### config.mk
export PLATFORM = sky130hd
export DESIGN_NAME = positional_sequence_store_core
export DESIGN_NICKNAME = d
export VERILOG_FILES = /design/src/design/psq_pkg.sv /design/src/design/psq_ram.sv /design/src/design/positional_sequence_store_core.sv
export SDC_FILE = /design/constraint.sdc
export NUM_CORES = 1
export LEC_CHECK = 0
export BUFFER_PORTS_ARGS = -buffer_cell sky130_fd_sc_hd__clkbuf_2
export CORE_ASPECT_RATIO = 0.75
export CORE_MARGIN = 3
export CORE_UTILIZATION = 44
export CTS_BUF_LIST = sky130_fd_sc_hd__clkbuf_2 sky130_fd_sc_hd__clkbuf_4 sky130_fd_sc_hd__clkbuf_8
export DETAILED_ROUTE_END_ITERATION = 8
export PLACE_DENSITY = 0.66
export SYNTH_ARGS = -nofsm -noshare
export SYNTH_HDL_FRONTEND = slang
export SYNTH_SLANG_ARGS = --single-unit
export TNS_END_PERCENT = 10
### constraint.sdc
create_clock -name clk -period 12.1 [get_ports clk]
set_input_delay 2.42 -clock clk [delete_from_list [all_inputs] [get_ports clk]]
set_output_delay 2.42 -clock clk [all_outputs]
set_load 0.02 [all_outputs]
### src/design/psq_pkg.sv
// Shared codes for the positional sequence store: operation and status encodings.
// No dependencies.
package psq_pkg;

  typedef logic [2:0] op_t;
  typedef logic [1:0] status_t;

  localparam op_t OP_INS_FRONT = 3'd0;
  localparam op_t OP_INS_BACK  = 3'd1;
  localparam op_t OP_DEL_FRONT = 3'd2;
  localparam op_t OP_DEL_BACK  = 3'd3;
  localparam op_t OP_INS_AT    = 3'd4;
  localparam op_t OP_DEL_AT    = 3'd5;
  localparam op_t OP_READ_ALL  = 3'd6;

  localparam status_t ST_OK     = 2'd0;
  localparam status_t ST_BADPOS = 2'd1;
  localparam status_t ST_FULL   = 2'd2;
  localparam status_t ST_EMPTY  = 2'd3;

endpackage

### src/design/psq_ram.sv
// Generic simple dual-port RAM: one write port, one read port, registered read data.
// No dependencies.
module psq_ram #(
  parameter int WIDTH = 32,
  parameter int DEPTH = 32
) (
  input  logic                     clk,
  input  logic                     we,
  input  logic [$clog2(DEPTH)-1:0] waddr,
  input  logic [WIDTH-1:0]         wdata,
  input  logic [$clog2(DEPTH)-1:0] raddr,
  output logic [WIDTH-1:0]         rdata
);

  logic [WIDTH-1:0] mem [DEPTH];

  always_ff @(posedge clk) begin
    if (we) begin
      mem[waddr] <= wdata;
    end
    rdata <= mem[raddr];
  end

endmodule

### src/design/positional_sequence_store_core.sv
// Positional sequence store: an ordered list of signed words with front, back and
// positional insert/delete plus full read-out. The elements sit in one RAM (registered
// read, one write port), shifted one entry per cycle when a hole is opened or closed.
// Timing: start is taken whenever busy is low. Front/back inserts at the tail, tail
// deletes, refused operations and unused codes finish at once: the result strobes on
// the next cycle and a new command may be issued in that same cycle. An insert or a delete
// that must move k entries keeps busy high through S_SHIFT and then S_FIN, an insert also
// through S_PUT after them; k is at most CAPACITY-1.
// Read-out of n elements streams one element per cycle with out_last on the final one.
// The receiver cannot stall: every result is shown for exactly one
// cycle under out_valid and must be taken then. Depends on psq_pkg and psq_ram.
module positional_sequence_store_core #(
  parameter int CAPACITY   = 32,
  parameter int DATA_WIDTH = 32
) (
  input  logic                   clk,
  input  logic                   rst_n,
  input  logic                   start,
  output logic                   busy,
  input  psq_pkg::op_t           in_op,
  input  logic signed [31:0]     in_value,
  input  logic [5:0]             in_position,
  output logic                   out_valid,
  output psq_pkg::status_t       out_status,
  output logic [5:0]             out_element_count,
  output logic signed [31:0]     out_element,
  output logic                   out_last
);
  import psq_pkg::*;

  localparam int AW = $clog2(CAPACITY);
  localparam int CW = $clog2(CAPACITY + 1);

  typedef enum logic [2:0] {S_IDLE, S_SHIFT, S_FIN, S_PUT, S_READ} state_t;

  state_t                state_r;
  logic [CW-1:0]         cnt_r;
  logic [AW-1:0]         ptr_r;
  logic [AW-1:0]         idx_r;
  logic [DATA_WIDTH-1:0] val_r;
  logic                  dir_ins_r;
  logic                  wv_r;
  logic [AW-1:0]         wa_r;
  logic                  res_v_r;
  status_t               status_r;
  logic                  emit_r;
  logic                  elast_r;

  // decode
  logic [6:0]    c7, p7, ins_slot, del_slot;
  logic          is_ins, is_del, ins_bad, del_bad, full, empty, ins_append, del_tail;
  logic [AW-1:0] last_idx;

  logic                  ram_we;
  logic [AW-1:0]         ram_waddr;
  logic [DATA_WIDTH-1:0] ram_wdata;
  logic [DATA_WIDTH-1:0] ram_rdata;

  always_comb begin
    c7       = 7'(cnt_r);
    p7       = 7'(in_position);
    is_ins   = (in_op inside {OP_INS_FRONT, OP_INS_BACK, OP_INS_AT});
    is_del   = (in_op inside {OP_DEL_FRONT, OP_DEL_BACK, OP_DEL_AT});
    full     = (cnt_r == CW'(CAPACITY));
    empty    = (cnt_r == '0);
    ins_bad  = (in_op == OP_INS_AT) && ((p7 == 7'd0) || (p7 > c7 + 7'd1));
    del_bad  = (in_op == OP_DEL_AT) && ((p7 == 7'd0) || (p7 > c7));
    case (in_op)
      OP_INS_FRONT: ins_slot = 7'd0;
      OP_INS_BACK:  ins_slot = c7;
      default:      ins_slot = p7 - 7'd1;
    endcase
    case (in_op)
      OP_DEL_FRONT: del_slot = 7'd0;
      OP_DEL_BACK:  del_slot = c7 - 7'd1;
      default:      del_slot = p7 - 7'd1;
    endcase
    ins_append = (ins_slot == c7);
    del_tail   = (del_slot == c7 - 7'd1);
    last_idx   = AW'(cnt_r - CW'(1));
  end

  assign busy = (state_r != S_IDLE);

  // write port: shift write-back, then held value, then direct tail append
  always_comb begin
    ram_we    = 1'b0;
    ram_waddr = AW'(ins_slot);
    ram_wdata = DATA_WIDTH'(in_value);
    if (wv_r) begin
      ram_we    = 1'b1;
      ram_waddr = wa_r;
      ram_wdata = ram_rdata;
    end else if (state_r == S_PUT) begin
      ram_we    = 1'b1;
      ram_waddr = idx_r;
      ram_wdata = val_r;
    end else if (state_r == S_IDLE && start && is_ins && !ins_bad && !full && ins_append) begin
      ram_we    = 1'b1;
    end
  end

  psq_ram #(
    .WIDTH(DATA_WIDTH),
    .DEPTH(CAPACITY)
  ) u_store (
    .clk  (clk),
    .we   (ram_we),
    .waddr(ram_waddr),
    .wdata(ram_wdata),
    .raddr(ptr_r),
    .rdata(ram_rdata)
  );

  always_ff @(posedge clk) begin
    if (!rst_n) begin
      state_r <= S_IDLE;
      cnt_r   <= '0;
      ptr_r   <= '0;
      wv_r    <= 1'b0;
      res_v_r <= 1'b0;
      emit_r  <= 1'b0;
    end else begin
      res_v_r <= 1'b0;
      emit_r  <= 1'b0;
      wv_r    <= 1'b0;
      case (state_r)
        S_IDLE: begin
          if (start) begin
            if (is_ins) begin
              if (ins_bad) begin
                res_v_r  <= 1'b1;
                status_r <= ST_BADPOS;
              end else if (full) begin
                res_v_r  <= 1'b1;
                status_r <= ST_FULL;
              end else if (ins_append) begin
                cnt_r    <= cnt_r + CW'(1);
                res_v_r  <= 1'b1;
                status_r <= ST_OK;
              end else begin
                val_r     <= DATA_WIDTH'(in_value);
                idx_r     <= AW'(ins_slot);
                ptr_r     <= last_idx;
                dir_ins_r <= 1'b1;
                state_r   <= S_SHIFT;
              end
            end else if (is_del) begin
              if (empty) begin
                res_v_r  <= 1'b1;
                status_r <= ST_EMPTY;
              end else if (del_bad) begin
                res_v_r  <= 1'b1;
                status_r <= ST_BADPOS;
              end else if (del_tail) begin
                cnt_r    <= cnt_r - CW'(1);
                res_v_r  <= 1'b1;
                status_r <= ST_OK;
              end else begin
                ptr_r     <= AW'(del_slot + 7'd1);
                dir_ins_r <= 1'b0;
                state_r   <= S_SHIFT;
              end
            end else if (in_op == OP_READ_ALL) begin
              if (empty) begin
                res_v_r  <= 1'b1;
                status_r <= ST_EMPTY;
              end else begin
                ptr_r   <= '0;
                state_r <= S_READ;
              end
            end else begin
              res_v_r  <= 1'b1;
              status_r <= ST_OK;
            end
          end
        end
        S_SHIFT: begin
          // entry read now is written back one slot over on the next cycle
          wv_r <= 1'b1;
          wa_r <= dir_ins_r ? ptr_r + AW'(1) : ptr_r - AW'(1);
          if (dir_ins_r ? (ptr_r == idx_r) : (ptr_r == last_idx)) begin
            state_r <= S_FIN;
          end else begin
            ptr_r <= dir_ins_r ? ptr_r - AW'(1) : ptr_r + AW'(1);
          end
        end
        S_FIN: begin
          if (dir_ins_r) begin
            state_r <= S_PUT;
          end else begin
            cnt_r    <= cnt_r - CW'(1);
            res_v_r  <= 1'b1;
            status_r <= ST_OK;
            state_r  <= S_IDLE;
          end
        end
        S_PUT: begin
          cnt_r    <= cnt_r + CW'(1);
          res_v_r  <= 1'b1;
          status_r <= ST_OK;
          state_r  <= S_IDLE;
        end
        S_READ: begin
          emit_r  <= 1'b1;
          elast_r <= (ptr_r == last_idx);
          if (ptr_r == last_idx) begin
            state_r <= S_IDLE;
          end else begin
            ptr_r <= ptr_r + AW'(1);
          end
        end
        default: state_r <= S_IDLE;
      endcase
    end
  end

  assign out_valid         = res_v_r | emit_r;
  assign out_status        = emit_r ? ST_OK : status_r;
  assign out_element_count = 6'(cnt_r);
  assign out_element       = emit_r ? 32'($signed(ram_rdata)) : '0;
  assign out_last          = emit_r ? elast_r : 1'b1;

endmodule

Word-level counts from Yosys, hierarchy flattened

Memory sizes are Yosys's and may differ from the RTL's. A register that Yosys moved wholly into a read port is not among the register bits.
Cells that the tools add are included.

Register bits: 63
Bits in writable memories: 1024
Output and inout port bits: 43
Memories kept: 1

Memory list:

| name        | words | bits a word | read ports | clocked after memory_dff | wr ports | line          | text |
|---|---|---|---|---|---|---|---|
| u_store.mem | 32    | 32          | 1          | 1                        | 1        | psq_ram.sv:15 | `logic [WIDTH-1:0] mem [DEPTH];` |

Add/subtract/negate cells: 8
Order comparisons: 2
Equal/unequal tests: 41
Mux-type cells: 93
Bitwise gates (word level): 4
Reductions and logical operators: 29

Operators by type and width:

| kind                  | number |
|---|---|
| $mux W32              | 3 |
| $mux W5               | 17 |
| $mux W6               | 10 |
| $mux W3               | 13 |
| $reduce_and A10 Y1    | 3 |
| $mux W1               | 29 |
| $mux W2               | 14 |
| $pmux W7 S2           | 2 |
| $ne A2 B2 Y1 const B  | 12 |
| $ne A3 B3 Y1 const B  | 8 |
| $pmux W6 S3           | 1 |
| $pmux W5 S3           | 1 |
| $reduce_bool A3 Y1    | 5 |
| $reduce_and A7 Y1     | 2 |
| $sub A6 B1 Y7 const B | 2 |
| $eq A3 B2 Y1 const B  | 4 |
| $eq A3 B3 Y1 const B  | 4 |
| $logic_not A6 Y1      | 2 |
| $pmux W3 S4           | 1 |
| $reduce_and A11 Y1    | 1 |
| $add A5 B1 Y5 const B | 2 |
| $eq A5 B5 Y1          | 2 |
| $ne A5 B5 Y1 const B  | 2 |
| $ne A4 B4 Y1 const B  | 2 |
| other kinds (22)      | 35 |

Logic depth before layout (Yosys ltp)

Depth after elaboration: 13
Depth in mapped cells: 14
Gate-level depth less buffers: 12

By module

Synthesis repeated with hierarchy kept, for this count alone.

Cell total of the unflattened synthesis: 2862
Area, all modules: 45677.6 µm²

Modules (own cells, without submodules):

| module                         | instances | cells each | area each (µm²) | sequential area each (µm²) |
|---|---|---|---|---|
| psq_ram                        | 1         | 2260       | 40492.6         | 31390.1 |
| positional_sequence_store_core | 1         | 602        | 5185.0          | 1721.7 |

Worst setup path before layout

Ideal clock, no wire load.

Path kind: input port to flip-flop
From: in in_position[2]
To: mem u_store.mem[12][0], enable pin
Arrival: 5734 ps
Data required time: 11679 ps
Path slack: 5945 ps
Cell stages on the path: 8
Buffers on the path: 0
Cell sequence: or3_4 > or4_4 > a31o_1 > a221oi_2 > nand3_1 > a21boi_0 > nand2_1 > nor2_1

Cells in the longest elaborated chain, start to end: 12
Elaborated cells between the ends (all ways): 18
Classes of those cells: add/sub (1); order compare (1); eq/ne (1); mux (8); reduce/logical (7)

RTL lines:

| item                                                                   | line                                 | text |
|---|---|---|
| start, declared                                                        | positional_sequence_store_core.sv:22 | `input logic [5:0] in_position,` |
| parallel branches: the longest is 12 deep, another holds $sub A6 B1 Y7 | n/a                                  |  |
| end, declared                                                          | psq_ram.sv:15                        |  |

Several ways; the timed one is not identified.

Final worst setup path

From: in in_position[0]
To: mem u_store.mem[12][12], enable pin

Same word-level chain as after synthesis.

==> impl.org <==
** Status
- Result of the run :: complete, no violations

** Timing
- Unrepaired setup endpoints after global routing :: false
- Minimum setup slack in the final design :: 5856 ps
- Achievable Freq :: 160.2 MHz
- Final Max Slew Viols :: 0
- Worst-case clock skew :: 30.14 ps
- Share of the clock period used by the worst path after layout :: 0.5160
- Setup violations remaining at the end of the flow were counted as 0.
- In the final timing run, aggregate negative setup slack is 0 ps.
- Hold WS :: 560.3 ps
- Tmin final :: 6244 ps
- Slew margin rel. :: 0.2030
- Slew of the pin with the lowest slew margin :: 1193 ps
- Number of hold violations in the final report :: 0

** Power and ir drop
- NetSw :: 3300 µW
- Cell internal power was estimated by the tool at 7387 µW.
- Ratio of total power to cell area :: 213.1 mW/mm²
- Of the total power, registers draw 0.447.
- After layout, the design draws a total of 10690 µW.
- Combinational share of power :: 0.273
- Of the total power, the share spent switching nets is 0.3088.
- In this run the static leakage power is 0.01571 µW.
- The share of total power dissipated in the clock network is 0.280.
- Worst supply voltage drop on vdd :: 0.0002135 V

** Drt
- First DRT Iteration DRCs :: 2605
- Detail-routed via count per cell :: 5.915
- The first TritonRoute pass finished after 7 iterations.
- In this run the remaining antenna-violating nets after routing total 0.
- WL final :: 109100 µm
- # DRC :: 0
- Dividing the detail-routed wire length by the instance count gives 28.90 µm.
- Detailed routing inserted a total of 22320 vias.

** Setup path
- The worst setup path is captured at a register.
- The worst setup path is of the in -> reg kind.
- The largest single stage delay on the critical path is 1000 ps.
- At the worst endpoint, the required time is 12510 ps.
- The signal on the critical path passes through clkbuf_2 -> inv_1 -> ha_1 -> xor2_1 -> o21ai_0 -> a22o_1 -> a221oi_1 -> nand3_1 -> a21boi_0 -> nand2_1 -> nor2_4.
- For the worst setup path, the data arrival time is 6660 ps.
- Depth of the most critical reg-to-reg path :: 12
- Worst path slowest cell :: sky130_fd_sc_hd__nor2_4
- Critical Path Start Type :: input pin
- In this run the worst path has a maximum fanout of 32.
- Dominant delay contributor by cell family on the critical path :: simple AND/OR/NAND/NOR gates
- Critical path depth in cells :: 11
- The critical path contains buffers and inverters numbering 2 combined.

** Clock network
- Post-cts repair resize count :: 0
- The cell sitting at the root of the clock tree is a sky130_fd_sc_hd__clkbuf_8.
- Maximum clock insertion buffer count :: 3
- # clock sinks :: 1119
- Worst-skew pair later-pin latency :: 820 ps
- TritonCTS built the clock tree.
- In this run the number of H-tree levels came out at 4.
- Total clock buffers created by CTS :: 166
- Clock slew at the register clock pins of the worst setup and hold paths :: 70 ps
- For this design, the CTS-stage hold fixing added 0 buffers.
- The number of setup buffers added after CTS is 0.

** Global routing
- Global Route Usage Sum :: 0.2112
- Via count of the first global-routing pass :: 22310
- The initial antenna violation count was 12.
- Largest net degree at the start of global routing :: 142
- The first global-routing pass estimated 159700 µm of wire.
- For this run the aggregate overflow at the end of global routing stands at 0.

** Hold path
- Worst min path class :: reg -> reg
- The worst hold path passes through 2 cells.

** Synth
- The synthesized netlist contains 70 unique library cells.
- Most area-hungry cell type in the Yosys netlist :: sky130_fd_sc_hd__edfxtp_1
- Synthesis-stage register bit count :: 1119
- For this run, the leading register cell type out of synthesis is sky130_fd_sc_hd__edfxtp_1.
- For this run, the register share of the synthesized area comes to 0.7432.
- EDFF count, synth :: 1070
- Post-synthesis instance area :: 0.04455 mm²
- When the netlist entered floorplanning its net count stood at 2185.
- Of the post-synthesis cell area, the dominant cell type holds 0.7212.
- Top area cells in the synthesized netlist :: sky130_fd_sc_hd__edfxtp_1 72%, sky130_fd_sc_hd__mux4_2 16%, sky130_fd_sc_hd__dfxtp_1 2.2%
- Yosys printed 0 warnings.
- Async S/R FF share, synth :: 0
- Average instance area after synthesis :: 21.01 µm²
- Cell count after synthesis :: 2121

** Finish
- Number of standard cells in the final layout excluding fillers :: 3774
- The library cell used most frequently in the layout, excluding fill and tap cells, is sky130_fd_sc_hd__edfxtp_1.
- Leading cell types in the layout, fill and taps excluded :: 1070 x sky130_fd_sc_hd__edfxtp_1, 320 x sky130_fd_sc_hd__mux4_2, 183 x sky130_fd_sc_hd__clkbuf_8
- Multi-input combinational cell area :: 0.01115 mm²
- Fraction of final layout cells sized beyond drive strength 1 :: 0.3358
- Area added between synthesis and finish :: 12.56%
- Across the whole layout, storage elements account for 0.03313 mm².
- In the final design database the tool counted 2371 nets.
- After filler insertion, the fill cell instance count of the layout stands at 7860.

** Floorplan
- Site row count :: 100
- Die extent in y :: 281.6 µm
- Die Outline Area :: 0.1052 mm²
- The floorplan step set the die width to 373.4 µm.
- The initial utilization of the core area, before any placement, comes to 0.4462.
- Number of primary I/O pins :: 87
- Core Region :: 0.09985 mm²

** Placed design
- HPWL reported at the end of detailed placement :: 66540 µm
- Number of port buffers :: 86
- Setup Slack @ Placement :: 5118 ps
- Routability-driven placement finished with a final weighted congestion of 0.8515.
- Placed instance count :: 3465

** Run
- Maximum capacitance violations :: 0
[Yosys cell counts (all sizes together), types with 6 or more instances]
cell type and instances:
nor2 65, nand2b 6, dfxtp 49, a21oi 34
xor2 10, o221ai 8, nand4 7, buf 39
a31oi 8, mux2i 43, mux4 320, o21ai 54
ha 20, and2 33, edfxtp 1070, nor3 6
inv 22, clkbuf 81, mux2 32, o211ai 9
nand2 72, xnor2 25, nand3 16
[worst reg2reg max path: cells and delay by family (launching register included)]
kind                     cells  cell delay (ps)
AND/OR/NAND/NOR              4             1770
buffers and inverters        2              420
AO/OA/AOI/OAI                4             1520
adder cells (fa/ha/maj)      2              870
flip-flops                   1              780
[flip-flops by register name, indices dropped and copies added, names as in the netlist]
| register | cells |
|---|---|
| u_store.mem | 1024 |
| u_store.rdata | 32 |
| val_r | 32 |
| out_element_count | 6 |
| idx_r | 5 |
| ptr_r | 5 |
| wa_r | 5 |
| state_r | 3 |
| status_r | 2 |
| dir_ins_r | 1 |
| elast_r | 1 |
| emit_r | 1 |
| res_v_r | 1 |
| wv_r | 1 |
[stage by stage]
step / utilization / area (µm²)
after CTS: 0.5021 / 50130
after global placement: 0.4695 / 46880
final: 0.5023 / 50150
after detailed placement: 0.4695 / 46880
after floorplan: - / 44550
after global routing: 0.5021 / 50140
[power groups by stage]
stage	clock network [µW]	logic [µW]	registers [µW]
after floorplan	0	1950	4690
after global placement	0	2880	4860
after detailed placement	0	2910	4860
after CTS	3060	2920	4780
after global routing	3240	3090	4800
final	3000	2920	4770
[final timing paths]
path / from / endpoint / slack [ps]
max: in_position[0] / u_store.mem[12][12]$_DFFE_PP_ / 5860
min: state_r[2]$_SDFFE_PN0P_ / state_r[2]$_SDFFE_PN0P_ / 560
max reg2reg: out_element_count[0]$_SDFFE_PN0P_ / u_store.mem[12][12]$_DFFE_PP_ / 6300
min reg2reg: state_r[2]$_SDFFE_PN0P_ / state_r[2]$_SDFFE_PN0P_ / 560
[logic make-up (layout without fill, tap and decap cells)]
logic type,count (synthesis),after routing,synth area share
adders and majority gates,21,21,0.005841
DFF,1119,1119,0.7432
other,0,6,0
buffers and inverters,144,465,0.01244
muxes,395,395,0.1795
AOI/OAI and AO/OA,164,164,0.02393
xor gates and xnor gates,38,38,0.008397
and+or+nand+nor,240,240,0.02671
[cell type report]
class / instances / share of cell area
diodes: 6 / 0.0002994
clock buffers: 241 / 0.05891
clock inverters: 62 / 0.005988
inverters: 24 / 0.001796
multi-input cells: 858 / 0.2224
flip-flops and latches: 1119 / 0.6607
well taps: 1326 / 0.03308
repair buffers: 138 / 0.01687
[layer usage]
layer  vias to the layer above  track usage  part of all wire
met5                         -            0                 0
met4                         0      0.05433             0.015
met3                       130      0.06010              0.11
met2                      1101       0.2990              0.44
met1                     11850       0.3237              0.44
li1                       9246            -                 -
No activity file was read; power rests on OpenSTA's default activity.
